### src/rtl/rtttl_pkg.sv
package rtttl_pkg;

  // Field widths
  localparam int CHAR_W   = 8;
  localparam int LEN_W    = 8;
  localparam int OCT_W    = 4;
  localparam int BPM_W    = 10;
  localparam int ACC_W    = 10;
  localparam int LETTER_W = 3;
  localparam int BASE_W   = 19;
  localparam int FREQ_W   = 23;
  localparam int DUR_W    = 19;
  localparam int PROD_W   = 18;
  localparam int QUO_W    = 18;

  // Widest pitch before saturation: base shifted up by at most 15 - 4 octaves
  localparam int OCT_BASE  = 4;
  localparam int MAX_SHIFT = 15 - OCT_BASE;
  localparam int SHIFT_W   = BASE_W + MAX_SHIFT;

  // Serial divider: quotient bits resolved per cycle and cycle count
  localparam int DIV_BITS   = 2;
  localparam int DIV_ITERS  = QUO_W / DIV_BITS;
  localparam int DIV_CNT_W  = $clog2(DIV_ITERS + 1);

  localparam logic [FREQ_W-1:0] FREQ_MAX     = FREQ_W'(8000000);
  localparam logic [QUO_W-1:0]  DUR_DIVIDEND = QUO_W'(240000);

  // Character codes
  localparam logic [CHAR_W-1:0] CH_COLON = 8'd58;
  localparam logic [CHAR_W-1:0] CH_COMMA = 8'd44;
  localparam logic [CHAR_W-1:0] CH_DOT   = 8'd46;
  localparam logic [CHAR_W-1:0] CH_HASH  = 8'd35;
  localparam logic [CHAR_W-1:0] CH_ZERO  = 8'd48;
  localparam logic [CHAR_W-1:0] CH_NINE  = 8'd57;
  localparam logic [CHAR_W-1:0] CH_LO_A  = 8'd97;
  localparam logic [CHAR_W-1:0] CH_LO_G  = 8'd103;

  typedef enum logic [3:0] {
    PH_NAME       = 4'd0,
    PH_SKIP_D     = 4'd1,
    PH_DEF_LEN    = 4'd2,
    PH_WAIT_COMMA = 4'd3,
    PH_SKIP_O     = 4'd4,
    PH_DEF_OCT    = 4'd5,
    PH_SKIP_B     = 4'd6,
    PH_BPM        = 4'd7,
    PH_WAIT_COLON = 4'd8,
    PH_LEN        = 4'd9,
    PH_LETTER     = 4'd10,
    PH_SHARP      = 4'd11,
    PH_DOT1       = 4'd12,
    PH_OCT        = 4'd13,
    PH_DOT2       = 4'd14,
    PH_SEP        = 4'd15
  } phase_t;

  typedef enum logic [1:0] {
    C_IDLE = 2'd0,
    C_PREP = 2'd1,
    C_DIV  = 2'd2
  } ctrl_state_t;

  // Commands from the controller
  typedef struct packed {
    logic accept;
    logic div_start;
    logic div_step;
    logic out_load;
  } cmd_t;

  // Status from the note calculator
  typedef struct packed {
    logic div_done;
    logic out_free;
  } calc_stat_t;

  // Note captured by the parser when a token closes
  typedef struct packed {
    logic [LEN_W-1:0]    len;
    logic [OCT_W-1:0]    oct;
    logic [LETTER_W-1:0] letter;
    logic                sharp;
    logic                dot;
    logic [BPM_W-1:0]    bpm;
    logic                song_end;
  } note_t;

  // Pitch tables in millihertz, letter 1..7 = a..g, 0 = no letter
  function automatic logic [BASE_W-1:0] natural_mhz(input logic [LETTER_W-1:0] l);
    logic [BASE_W-1:0] v;
    case (l)
      3'd1:    v = BASE_W'(220000);
      3'd2:    v = BASE_W'(246942);
      3'd3:    v = BASE_W'(261626);
      3'd4:    v = BASE_W'(293665);
      3'd5:    v = BASE_W'(329628);
      3'd6:    v = BASE_W'(349228);
      3'd7:    v = BASE_W'(391995);
      default: v = '0;
    endcase
    return v;
  endfunction

  function automatic logic [BASE_W-1:0] sharp_mhz(input logic [LETTER_W-1:0] l);
    logic [BASE_W-1:0] v;
    case (l)
      3'd1:    v = BASE_W'(233082);
      3'd3:    v = BASE_W'(277183);
      3'd4:    v = BASE_W'(311127);
      3'd6:    v = BASE_W'(369994);
      3'd7:    v = BASE_W'(415305);
      default: v = '0;
    endcase
    return v;
  endfunction

endpackage

### src/rtl/rtttl_note_parser_top.sv
// Ringtone text parser.
// in_*: one character per transaction, in_tdata = char_code, in_tlast marks the
// final character of the text. out_*: one note per transaction; out_tdata holds
// pitch in millihertz and duration in ms, out_tuser the rest and bad-tempo
// flags, out_tlast marks the note closed by the final character.
// A character that does not close a note leaves the controller idle, and the next
// one may follow in the next cycle. A character that closes a note starts the note
// calculation: the C_PREP state registers pitch and the tempo product, then a restoring
// divider resolves 2 quotient bits per cycle until all 18 bits are done. in_tready
// stays low from the accepting edge until the note is loaded into the output
// register, which raises out_tvalid.
// Reset puts the parser back into the header name phase with all defaults zero
// and drops any result not yet taken.
// If the receiver stalls, the result is held in the output register while the
// next characters are still taken; only a further note waits in the divider,
// with in_tready low, until the output register frees.
module rtttl_note_parser_top (
  input  logic        clk,
  input  logic        rst_n,
  input  logic        in_tvalid,
  output logic        in_tready,
  input  logic [7:0]  in_tdata,   // [7:0] char_code
  input  logic        in_tlast,   // last_char
  output logic        out_tvalid,
  input  logic        out_tready,
  output logic [47:0] out_tdata,  // [22:0] freq_millihertz, [41:23] duration_ms, zero fill
  output logic [1:0]  out_tuser,  // [0] is_rest, [1] bad_tempo
  output logic        out_tlast   // song_end
);
  import rtttl_pkg::*;

  cmd_t              cmd;
  calc_stat_t        stat;
  note_t             note;
  logic              emit_now;
  logic [FREQ_W-1:0] freq;
  logic [DUR_W-1:0]  dur;
  logic              rest, bad, song_end;

  // Sequence the accept, divide and output load
  rtttl_ctrl u_ctrl (
    .clk       (clk),
    .rst_n     (rst_n),
    .in_tvalid (in_tvalid),
    .in_tready (in_tready),
    .emit_now  (emit_now),
    .stat      (stat),
    .cmd       (cmd)
  );

  // Header and note token parsing, captures a note when a token closes
  rtttl_parse u_parse (
    .clk       (clk),
    .rst_n     (rst_n),
    .cmd       (cmd),
    .char_code (in_tdata[CHAR_W-1:0]),
    .last_char (in_tlast),
    .emit_now  (emit_now),
    .note      (note)
  );

  // Pitch, tempo division and the output register
  rtttl_calc u_calc (
    .clk        (clk),
    .rst_n      (rst_n),
    .cmd        (cmd),
    .note       (note),
    .stat       (stat),
    .out_tvalid (out_tvalid),
    .out_tready (out_tready),
    .out_freq   (freq),
    .out_dur    (dur),
    .out_rest   (rest),
    .out_bad    (bad),
    .out_end    (song_end)
  );

  assign out_tdata = {6'b0, dur, freq};
  assign out_tuser = {bad, rest};
  assign out_tlast = song_end;

endmodule

### src/rtl/rtttl_parse.sv
module rtttl_parse (
  input  logic                            clk,
  input  logic                            rst_n,
  input  rtttl_pkg::cmd_t                 cmd,
  input  logic [rtttl_pkg::CHAR_W-1:0]    char_code,
  input  logic                            last_char,
  output logic                            emit_now,
  output rtttl_pkg::note_t                note
);
  import rtttl_pkg::*;

  phase_t              phase_r, phase_nxt;
  logic [ACC_W-1:0]    acc_r, acc_nxt;
  logic [LEN_W-1:0]    dlen_r, dlen_nxt;
  logic [OCT_W-1:0]    doct_r, doct_nxt;
  logic [BPM_W-1:0]    bpm_r, bpm_nxt;
  logic [LEN_W-1:0]    nlen_r, nlen_nxt;
  logic [OCT_W-1:0]    noct_r, noct_nxt;
  logic [LETTER_W-1:0] letter_r, letter_nxt;
  logic                sharp_r, sharp_nxt;
  logic                dot_r, dot_nxt;
  logic                slen_r, slen_nxt;
  logic                soct_r, soct_nxt;
  note_t               note_r, note_nxt;

  // Updated values for this character, before any clear
  phase_t              ph_u;
  logic [ACC_W-1:0]    acc_u;
  logic [LEN_W-1:0]    dlen_u;
  logic [OCT_W-1:0]    doct_u;
  logic [BPM_W-1:0]    bpm_u;
  logic [LEN_W-1:0]    nlen_u;
  logic [OCT_W-1:0]    noct_u;
  logic [LETTER_W-1:0] letter_u;
  logic                sharp_u, dot_u, slen_u, soct_u;
  logic                done;

  logic                is_dig, is_letter;
  logic [3:0]          digv;
  logic [LETTER_W-1:0] letter_c;
  logic [ACC_W-1:0]    acc_dec, acc_sum, nlen_sum, noct_sum;

  function automatic logic [ACC_W-1:0] acc_sat(input logic [ACC_W-1:0] acc,
                                               input logic [3:0] d,
                                               input logic [ACC_W-1:0] lim);
    logic [ACC_W+3:0] v;
    v = ({4'b0, acc} << 3) + ({4'b0, acc} << 1) + {{ACC_W{1'b0}}, d};
    return (v > {4'b0, lim}) ? lim : v[ACC_W-1:0];
  endfunction

  assign is_dig    = (char_code >= CH_ZERO) && (char_code <= CH_NINE);
  assign digv      = char_code[3:0];
  assign is_letter = (char_code >= CH_LO_A) && (char_code <= CH_LO_G);
  assign letter_c  = is_letter ? char_code[LETTER_W-1:0] : '0;
  assign acc_dec   = (acc_r != '0) ? acc_r - ACC_W'(1) : '0;
  assign acc_sum   = acc_sat(acc_r, digv, ACC_W'(1023));
  assign nlen_sum  = acc_sat(ACC_W'(nlen_r), digv, ACC_W'(255));
  assign noct_sum  = acc_sat(ACC_W'(noct_r), digv, ACC_W'(15));

  always_comb begin
    ph_u     = phase_r;
    acc_u    = acc_r;
    dlen_u   = dlen_r;
    doct_u   = doct_r;
    bpm_u    = bpm_r;
    nlen_u   = nlen_r;
    noct_u   = noct_r;
    letter_u = letter_r;
    sharp_u  = sharp_r;
    dot_u    = dot_r;
    slen_u   = slen_r;
    soct_u   = soct_r;
    done     = 1'b0;
    case (phase_r)
      PH_NAME: begin
        if (char_code == CH_COLON) begin
          ph_u  = PH_SKIP_D;
          acc_u = ACC_W'(2);
        end
      end
      PH_SKIP_D, PH_SKIP_O, PH_SKIP_B: begin
        acc_u = acc_dec;
        if (acc_dec == '0) ph_u = phase_t'(4'(phase_r) + 4'd1);
      end
      PH_DEF_LEN: begin
        if (is_dig) begin
          acc_u = acc_sum;
        end else begin
          dlen_u = (acc_r > ACC_W'(255)) ? '1 : acc_r[LEN_W-1:0];
          acc_u  = '0;
          if (char_code == CH_COMMA) begin
            ph_u  = PH_SKIP_O;
            acc_u = ACC_W'(2);
          end else begin
            ph_u = PH_WAIT_COMMA;
          end
        end
      end
      PH_WAIT_COMMA: begin
        if (char_code == CH_COMMA) begin
          ph_u  = PH_SKIP_O;
          acc_u = ACC_W'(2);
        end
      end
      PH_DEF_OCT: begin
        doct_u = is_dig ? digv : '0;
        ph_u   = PH_SKIP_B;
        acc_u  = ACC_W'(3);
      end
      PH_BPM: begin
        if (is_dig) begin
          acc_u = acc_sum;
        end else begin
          bpm_u = acc_r;
          acc_u = '0;
          ph_u  = (char_code == CH_COLON) ? PH_LEN : PH_WAIT_COLON;
        end
      end
      PH_WAIT_COLON: begin
        if (char_code == CH_COLON) ph_u = PH_LEN;
      end
      PH_LEN: begin
        if (is_dig) begin
          nlen_u = nlen_sum[LEN_W-1:0];
          slen_u = 1'b1;
        end else if (char_code == CH_DOT) begin
          dot_u = 1'b1;
          ph_u  = PH_LETTER;
        end else begin
          letter_u = letter_c;
          ph_u     = PH_SHARP;
        end
      end
      PH_LETTER: begin
        letter_u = letter_c;
        ph_u     = PH_SHARP;
      end
      PH_SHARP, PH_DOT1, PH_OCT, PH_DOT2: begin
        // Each phase also takes what the later phases would take
        if (phase_r == PH_SHARP && char_code == CH_HASH) begin
          sharp_u = 1'b1;
          ph_u    = PH_DOT1;
        end else if (phase_r <= PH_DOT1 && char_code == CH_DOT) begin
          dot_u = 1'b1;
          ph_u  = PH_OCT;
        end else if (phase_r <= PH_OCT && is_dig) begin
          noct_u = noct_sum[OCT_W-1:0];
          soct_u = 1'b1;
          ph_u   = PH_OCT;
        end else if (char_code == CH_DOT) begin
          dot_u = 1'b1;
          ph_u  = PH_SEP;
        end else begin
          done = 1'b1;
          ph_u = PH_LEN;
        end
      end
      default: begin
        done = 1'b1;
        ph_u = PH_LEN;
      end
    endcase
  end

  // A token closes on its separator, or on the last character once notes began
  assign emit_now = done || (last_char && ph_u >= PH_LEN);

  always_comb begin
    note_nxt          = note_r;
    note_nxt.len      = slen_u ? nlen_u : dlen_u;
    note_nxt.oct      = soct_u ? noct_u : doct_u;
    note_nxt.letter   = letter_u;
    note_nxt.sharp    = sharp_u;
    note_nxt.dot      = dot_u;
    note_nxt.bpm      = bpm_u;
    note_nxt.song_end = last_char;
  end

  always_comb begin
    phase_nxt  = ph_u;
    acc_nxt    = acc_u;
    dlen_nxt   = dlen_u;
    doct_nxt   = doct_u;
    bpm_nxt    = bpm_u;
    nlen_nxt   = nlen_u;
    noct_nxt   = noct_u;
    letter_nxt = letter_u;
    sharp_nxt  = sharp_u;
    dot_nxt    = dot_u;
    slen_nxt   = slen_u;
    soct_nxt   = soct_u;
    if (last_char) begin
      phase_nxt = PH_NAME;
      acc_nxt   = '0;
      dlen_nxt  = '0;
      doct_nxt  = '0;
      bpm_nxt   = '0;
    end
    if (last_char || done) begin
      nlen_nxt   = '0;
      noct_nxt   = '0;
      letter_nxt = '0;
      sharp_nxt  = 1'b0;
      dot_nxt    = 1'b0;
      slen_nxt   = 1'b0;
      soct_nxt   = 1'b0;
    end
  end

  always_ff @(posedge clk) begin
    if (!rst_n) begin
      phase_r  <= PH_NAME;
      acc_r    <= '0;
      dlen_r   <= '0;
      doct_r   <= '0;
      bpm_r    <= '0;
      nlen_r   <= '0;
      noct_r   <= '0;
      letter_r <= '0;
      sharp_r  <= 1'b0;
      dot_r    <= 1'b0;
      slen_r   <= 1'b0;
      soct_r   <= 1'b0;
    end else if (cmd.accept) begin
      phase_r  <= phase_nxt;
      acc_r    <= acc_nxt;
      dlen_r   <= dlen_nxt;
      doct_r   <= doct_nxt;
      bpm_r    <= bpm_nxt;
      nlen_r   <= nlen_nxt;
      noct_r   <= noct_nxt;
      letter_r <= letter_nxt;
      sharp_r  <= sharp_nxt;
      dot_r    <= dot_nxt;
      slen_r   <= slen_nxt;
      soct_r   <= soct_nxt;
    end
  end

  always_ff @(posedge clk) begin
    if (cmd.accept && emit_now) note_r <= note_nxt;
  end

  assign note = note_r;

endmodule

### src/rtl/rtttl_calc.sv
module rtttl_calc (
  input  logic                            clk,
  input  logic                            rst_n,
  input  rtttl_pkg::cmd_t                 cmd,
  input  rtttl_pkg::note_t                note,
  output rtttl_pkg::calc_stat_t           stat,
  output logic                            out_tvalid,
  input  logic                            out_tready,
  output logic [rtttl_pkg::FREQ_W-1:0]    out_freq,
  output logic [rtttl_pkg::DUR_W-1:0]     out_dur,
  output logic                            out_rest,
  output logic                            out_bad,
  output logic                            out_end
);
  import rtttl_pkg::*;

  logic [PROD_W-1:0]    prod;
  logic [BASE_W-1:0]    base;
  logic [OCT_W-1:0]     shamt;
  logic [SHIFT_W-1:0]   shifted;
  logic [FREQ_W-1:0]    freq;

  logic [PROD_W-1:0]    div_r;
  logic [QUO_W-1:0]     rem_r, rem_nxt;
  logic [QUO_W-1:0]     quo_r, quo_nxt;
  logic [DIV_CNT_W-1:0] cnt_r;
  logic [FREQ_W-1:0]    freq_r;
  logic                 rest_r, bad_r, dot_r, end_r;

  logic [QUO_W:0]       trial;
  logic [DUR_W-1:0]     dur;

  logic                 out_tvalid_r;
  logic [FREQ_W-1:0]    out_freq_r;
  logic [DUR_W-1:0]     out_dur_r;
  logic                 out_rest_r, out_bad_r, out_end_r;

  assign prod    = PROD_W'(note.bpm) * PROD_W'(note.len);
  assign base    = note.sharp ? sharp_mhz(note.letter) : natural_mhz(note.letter);
  assign shamt   = (note.oct > OCT_W'(OCT_BASE)) ? note.oct - OCT_W'(OCT_BASE) : '0;
  assign shifted = SHIFT_W'(base) << shamt;
  assign freq    = (shifted > SHIFT_W'(FREQ_MAX)) ? FREQ_MAX : shifted[FREQ_W-1:0];

  // Restoring division, DIV_BITS quotient bits per cycle
  always_comb begin
    rem_nxt = rem_r;
    quo_nxt = quo_r;
    trial   = '0;
    for (int i = 0; i < DIV_BITS; i++) begin
      trial   = {rem_nxt, quo_nxt[QUO_W-1]};
      quo_nxt = {quo_nxt[QUO_W-2:0], 1'b0};
      if (trial >= {1'b0, div_r}) begin
        trial      = trial - {1'b0, div_r};
        quo_nxt[0] = 1'b1;
      end
      rem_nxt = trial[QUO_W-1:0];
    end
  end

  always_ff @(posedge clk) begin
    if (cmd.div_start) begin
      div_r  <= prod;
      rem_r  <= '0;
      quo_r  <= DUR_DIVIDEND;
      freq_r <= freq;
      rest_r <= (base == '0);
      bad_r  <= (prod == '0);
      dot_r  <= note.dot;
      end_r  <= note.song_end;
    end else if (cmd.div_step) begin
      rem_r <= rem_nxt;
      quo_r <= quo_nxt;
    end
  end

  always_ff @(posedge clk) begin
    if (!rst_n) begin
      cnt_r <= '0;
    end else if (cmd.div_start) begin
      cnt_r <= '0;
    end else if (cmd.div_step) begin
      cnt_r <= cnt_r + DIV_CNT_W'(1);
    end
  end

  // Dotted note: d + d/2
  assign dur = bad_r ? '0
             : DUR_W'(quo_r) + (dot_r ? DUR_W'(quo_r[QUO_W-1:1]) : '0);

  assign stat.div_done = (cnt_r == DIV_CNT_W'(DIV_ITERS));
  assign stat.out_free = !out_tvalid_r || out_tready;

  always_ff @(posedge clk) begin
    if (!rst_n) begin
      out_tvalid_r <= 1'b0;
    end else if (cmd.out_load) begin
      out_tvalid_r <= 1'b1;
    end else if (out_tready) begin
      out_tvalid_r <= 1'b0;
    end
  end

  always_ff @(posedge clk) begin
    if (cmd.out_load) begin
      out_freq_r <= freq_r;
      out_dur_r  <= dur;
      out_rest_r <= rest_r;
      out_bad_r  <= bad_r;
      out_end_r  <= end_r;
    end
  end

  assign out_tvalid = out_tvalid_r;
  assign out_freq   = out_freq_r;
  assign out_dur    = out_dur_r;
  assign out_rest   = out_rest_r;
  assign out_bad    = out_bad_r;
  assign out_end    = out_end_r;

  a_load_free: assert property (@(posedge clk) disable iff (!rst_n)
    cmd.out_load |-> stat.out_free)
    else $error("result loaded over a pending result");

  a_bad_zero: assert property (@(posedge clk) disable iff (!rst_n)
    out_tvalid_r && out_bad_r |-> out_dur_r == '0)
    else $error("bad tempo with nonzero duration");

  a_rest_freq: assert property (@(posedge clk) disable iff (!rst_n)
    out_tvalid_r && out_rest_r |-> out_freq_r == '0)
    else $error("rest with nonzero pitch");

endmodule

### src/rtl/rtttl_ctrl.sv
module rtttl_ctrl (
  input  logic                   clk,
  input  logic                   rst_n,
  input  logic                   in_tvalid,
  output logic                   in_tready,
  input  logic                   emit_now,
  input  rtttl_pkg::calc_stat_t  stat,
  output rtttl_pkg::cmd_t        cmd
);
  import rtttl_pkg::*;

  ctrl_state_t state_r, state_nxt;

  always_comb begin
    state_nxt = state_r;
    case (state_r)
      C_IDLE: if (in_tvalid && emit_now) state_nxt = C_PREP;
      C_PREP: state_nxt = C_DIV;
      C_DIV:  if (stat.div_done && stat.out_free) state_nxt = C_IDLE;
      default: state_nxt = C_IDLE;
    endcase
  end

  always_comb begin
    in_tready     = 1'b0;
    cmd           = '0;
    case (state_r)
      C_IDLE: begin
        in_tready  = 1'b1;
        cmd.accept = in_tvalid;
      end
      C_PREP: cmd.div_start = 1'b1;
      C_DIV: begin
        cmd.div_step = !stat.div_done;
        cmd.out_load = stat.div_done && stat.out_free;
      end
      default: ;
    endcase
  end

  always_ff @(posedge clk) begin
    if (!rst_n) begin
      state_r <= C_IDLE;
    end else begin
      state_r <= state_nxt;
    end
  end

  a_emit_prep: assert property (@(posedge clk) disable iff (!rst_n)
    cmd.accept && emit_now |=> state_r == C_PREP)
    else $error("closing token did not start the note calculation");

endmodule

### config.mk
export PLATFORM = sky130hd
export DESIGN_NAME = rtttl_note_parser_top
export DESIGN_NICKNAME = d
export VERILOG_FILES = /design/src/rtl/rtttl_pkg.sv /design/src/rtl/rtttl_note_parser_top.sv /design/src/rtl/rtttl_parse.sv /design/src/rtl/rtttl_calc.sv /design/src/rtl/rtttl_ctrl.sv
export SDC_FILE = /design/constraint.sdc
export NUM_CORES = 1
export LEC_CHECK = 0
export BUFFER_PORTS_ARGS = -buffer_cell sky130_fd_sc_hd__buf_4
export CORE_AREA = 4 4 142 247
export CTS_BUF_LIST = sky130_fd_sc_hd__clkbuf_8
export DETAILED_ROUTE_END_ITERATION = 10
export DIE_AREA = 0 0 146 251
export PLACE_DENSITY = 0.77
export SKIP_CTS_REPAIR_TIMING = 1
export SLEW_MARGIN = 10
export SYNTH_ARGS = -nofsm -noshare
export SYNTH_HDL_FRONTEND = slang
export SYNTH_HIERARCHICAL = 1
export SYNTH_SLANG_ARGS = --single-unit
### constraint.sdc
create_clock -name clk -period 8.1 [get_ports clk]
set_clock_uncertainty 0.2 [all_clocks]
set_input_delay 0.405 -clock clk [delete_from_list [all_inputs] [get_ports clk]]
set_output_delay 0.405 -clock clk [all_outputs]
set_load 0.05 [all_outputs]
==> impl_summary.log <==
INFO  metric global_route_wire_length_before_repair = 76600 um
INFO  metric min_from = in_tdata[0]
INFO  metric buffers_inverters_on_critical_path = 2
INFO  metric worst_r2r_path_depth = 16
INFO  metric reg2reg_from = u_parse/note[25]
INFO  metric crit_arrival = 5.77 ns
INFO  metric met2RoutedLength = 25300 um
INFO  metric dr.first_iter.drc_count = 857
INFO  metric reg2reg_setup_slack = 2.49 ns
INFO  metric synth-seq-area-share = 30.5%
INFO  metric postSynth.asyncResetShare = 0%
INFO  metric tritoncts = yes
INFO  metric antenna_violating_nets_post_route = 0
INFO  metric area.growth.synth_to_final = 7.50%
INFO  metric timing.hold.worst_path_depth = 3
INFO  metric sinks_on_clock_net = 216
INFO  metric finalCriticalPeriod = 5.61 ns
INFO  metric setup_repair_after_global_routing_missed_its_margin = no
INFO  metric timing_worst_setup_path_type = flop to flop
INFO  metric detailed_place_hpwl = 35800 um
INFO  metric detailroute.via_count = 15700
INFO  metric io_pins = 66
INFO  metric vias_per_cell = 6.25
INFO  metric finalCoreUtilization = 58.9%
INFO  metric setup.worst_path.end_class = flop
INFO  metric yosys_warnings = 6
INFO  metric dpl_cell_area = 18600 um^2
INFO  metric worst_path_max_delay_cell = sky130_fd_sc_hd__or4b_2
INFO  metric clk-insertion-delay-late = 0.55 ns
INFO  metric tritoncts_buffer_count = 34
INFO  metric routabilityCongestion = 1.00
INFO  metric maximum_number_of_pins_on_one_net_before_global_route_repair = 77
INFO  metric status = finished clean
INFO  metric wl_met1 = 16900 um
INFO  metric clk_pin_slew = 0.07 ns
INFO  metric timing.setup.tns = 0 ns
INFO  metric critical_path.startpoint_type = flop
INFO  metric holdPathEnd = u_parse/nlen_r[0]
INFO  metric drt-wirelength-per-cell = 18.8 um
INFO  metric core_area = 32900 um^2
INFO  metric clock_tree.buffer_depth = 3
INFO  metric period_utilization_post_route = 69.3%
INFO  metric finalInstanceArea = 19400 um^2
INFO  metric globalRoute.totalOverflow = 0
INFO  metric ys_ff_latch = 216
INFO  metric rows = 88
INFO  metric finalSetupViolations = 0
INFO  metric chip_width = 146 um
INFO  metric critical-path-top-delay-family = adder cells
INFO  metric synth-edff-count = 118
INFO  metric port_buffers = 59
INFO  metric cellPowerDensity = 153 nW/um^2
INFO  metric ys_dominant_reg_cell = sky130_fd_sc_hd__edfxtp_1
INFO  metric slew_headroom = 21.2%
INFO  metric h-tree-depth = 2
INFO  metric report.final.hold_viol_count = 0
INFO  metric syn_area_per_cell = 8.66 um^2
INFO  metric top_layer = met4
INFO  metric min_path_type = primary input to flop
INFO  metric fillCellCount = 2885
INFO  metric cts.root.buffer_cell = sky130_fd_sc_hd__clkbuf_8
INFO  metric layout-drive-gt1-share = 9.42%
INFO  metric vdd_ir_drop_max = 133 uV
INFO  metric timing.critical_path.cells = and2_1, fa_1, fa_1, fa_1, inv_1, fa_1, inv_1, ha_1, nor2_1, nor2_1, o41ai_2, o21ba_2, xnor2_1, or4b_2, or4_1, a2111oi_2
INFO  metric floorplan.initialDensity = 54.8%
INFO  metric design.die.area = 36600 um^2
INFO  metric timing.rr.end = u_calc/bad_r
INFO  metric netlist_cell_types = 102
INFO  metric layout_common_cells = 203 x sky130_fd_sc_hd__nor2_1, 160 x sky130_fd_sc_hd__inv_1, 152 x sky130_fd_sc_hd__a21oi_1, 145 x sky130_fd_sc_hd__nand2_1, 140 x sky130_fd_sc_hd__ha_1
INFO  metric cp.required = 8.26 ns
INFO  metric post_synth_inst_count = 2082
INFO  metric tightest_slew = 1.18 ns
INFO  metric crit_path_max_incr_delay = 0.63 ns
INFO  metric path_common_cell = sky130_fd_sc_hd__fa_1
INFO  metric critical_path_fanout_max = 10
INFO  metric dr.pass1.iters = 8
INFO  metric mappedNetlistArea = 18000 um^2
INFO  metric grt_util_all_layers = 24.9%
INFO  metric drv_slew = 0
INFO  metric number_of_antenna_violations_at_the_first_check_in_global_routing = 1
INFO  metric grt_pass1_vias = 15800
INFO  metric die_height = 251 um
INFO  metric timing.fmax = 178 MHz
INFO  metric detail_route.drc_violations = 0
INFO  metric p_leak = 8.30 nW
INFO  metric layout_commonest_cell = sky130_fd_sc_hd__nor2_1
INFO  metric met3RoutedLength = 2170 um
INFO  metric nNetsFinal = 2296
INFO  metric totalWireLength = 47300 um
INFO  metric max-cap-violations = 0
## report_power, final
part           internal (mW)  switching (mW)  total [mW]  leakage (nW)
clock                  0.520           0.446       0.966         0.399
sequential              1.17          0.0253        1.20          1.95
combinational          0.350           0.454       0.804          5.95
total                   2.04           0.925        2.97          8.30
## cells in the mapped netlist, types with 15 or more instances
cell,number,area share (%)
sky130_fd_sc_hd__a211oi_1,44,1.8
sky130_fd_sc_hd__a21o_1,22,0.92
sky130_fd_sc_hd__a21oi_1,152,4.2
sky130_fd_sc_hd__a22oi_1,24,1.0
sky130_fd_sc_hd__a31oi_1,20,0.69
sky130_fd_sc_hd__and2_1,87,3.0
sky130_fd_sc_hd__and3_1,17,0.59
sky130_fd_sc_hd__clkbuf_1,78,1.6
sky130_fd_sc_hd__dfxtp_1,98,11
sky130_fd_sc_hd__edfxtp_1,118,20
sky130_fd_sc_hd__fa_1,57,6.3
sky130_fd_sc_hd__ha_1,140,9.7
sky130_fd_sc_hd__inv_1,152,3.2
sky130_fd_sc_hd__mux2_2,28,1.7
sky130_fd_sc_hd__mux2i_1,32,1.8
sky130_fd_sc_hd__nand2_1,145,3.0
sky130_fd_sc_hd__nand2b_1,31,1.1
sky130_fd_sc_hd__nand3_1,38,1.1
sky130_fd_sc_hd__nor2_1,205,4.3
sky130_fd_sc_hd__nor2b_1,24,0.83
sky130_fd_sc_hd__nor3_1,37,1.0
sky130_fd_sc_hd__nor4_1,15,0.52
sky130_fd_sc_hd__o211ai_1,15,0.62
sky130_fd_sc_hd__o21a_1,22,0.92
sky130_fd_sc_hd__o21ai_0,132,3.7
sky130_fd_sc_hd__o221ai_1,18,0.87
sky130_fd_sc_hd__o22ai_1,28,0.97
sky130_fd_sc_hd__o31ai_1,19,0.79
sky130_fd_sc_hd__xnor2_1,39,1.9
sky130_fd_sc_hd__xor2_1,19,0.92
## final cells by class
cell class / instances / area [um^2] / share of cell area [%]
Multi-Input combinational cell: 1602 / 11500 / 59.2
Sequential cell: 216 / 5510 / 28.4
Timing Repair Buffer: 78 / 591 / 3.05
Inverter: 154 / 578 / 2.98
Tap cell: 405 / 507 / 2.62
Clock buffer: 36 / 495 / 2.56
Clock inverter: 26 / 219 / 1.13
Antenna cell: 1 / 2.50 / 0.0129
## metrics by stage
stage	std cells	setup slack [ns]	power (mW)	hold WS (ns)
global placement	2453	2.56	1.98	0.201
floorplan	2087	2.81	1.85	0.200
global route	2518	2.23	3.11	0.0750
CTS	2515	2.47	2.98	-0.0897
detailed placement	2453	2.47	2.00	0.205
finish	2518	2.49	2.97	0.0991
## registers in the layout, indices dropped and copies added (netlist names), 2 cells and up
register	flops
u_calc/cnt_r	4
u_calc/div_r	18
u_calc/freq_r	23
u_calc/out_dur	19
u_calc/out_freq	23
u_calc/quo_r	18
u_calc/rem_r	18
u_ctrl/state_r	2
u_parse/acc_r	10
u_parse/bpm_r	10
u_parse/dlen_r	8
u_parse/doct_r	4
u_parse/letter_r	3
u_parse/nlen_r	8
u_parse/noct_r	4
u_parse/note	28
u_parse/phase_r	4
## worst min-delay path, stage by stage
cell and delay [ns]:
sky130_fd_sc_hd__buf_4 0.20, sky130_fd_sc_hd__o221ai_1 0.14, sky130_fd_sc_hd__nand2_1 0.07
## cell families after synthesis
family,share of synthesized area [%]
AOI/OAI and AO/OA,22.1
xor gates and xnor gates,2.82
adders and majority gates,16.0
buffers and inverters,6.06
DFF,30.5
muxes,3.53
other,0.0208
and+or+nand+nor,18.9
## worst max-delay path by stage
stage                           startpoint         endpoint  slack (ns)  cells past startpoint
after floorplan           u_parse/note[27]     u_calc/bad_r        2.81                     16
after global placement    u_parse/note[27]     u_calc/bad_r        2.56                     16
after detailed placement  u_parse/note[27]     u_calc/bad_r        2.47                     16
after CTS                 u_parse/note[25]     u_calc/bad_r        2.47                     16
after global routing       u_calc/div_r[1]  u_calc/rem_r[4]        2.23                     21
final                     u_parse/note[25]     u_calc/bad_r        2.49                     16
## metal layers
layer	global-route usage [%]	vias up
met5	0	-
met4	15.4	0
met3	2.90	207
met2	48.1	606
met1	25.2	7371
li1	-	7555
(Power assumes the default switching activity.)
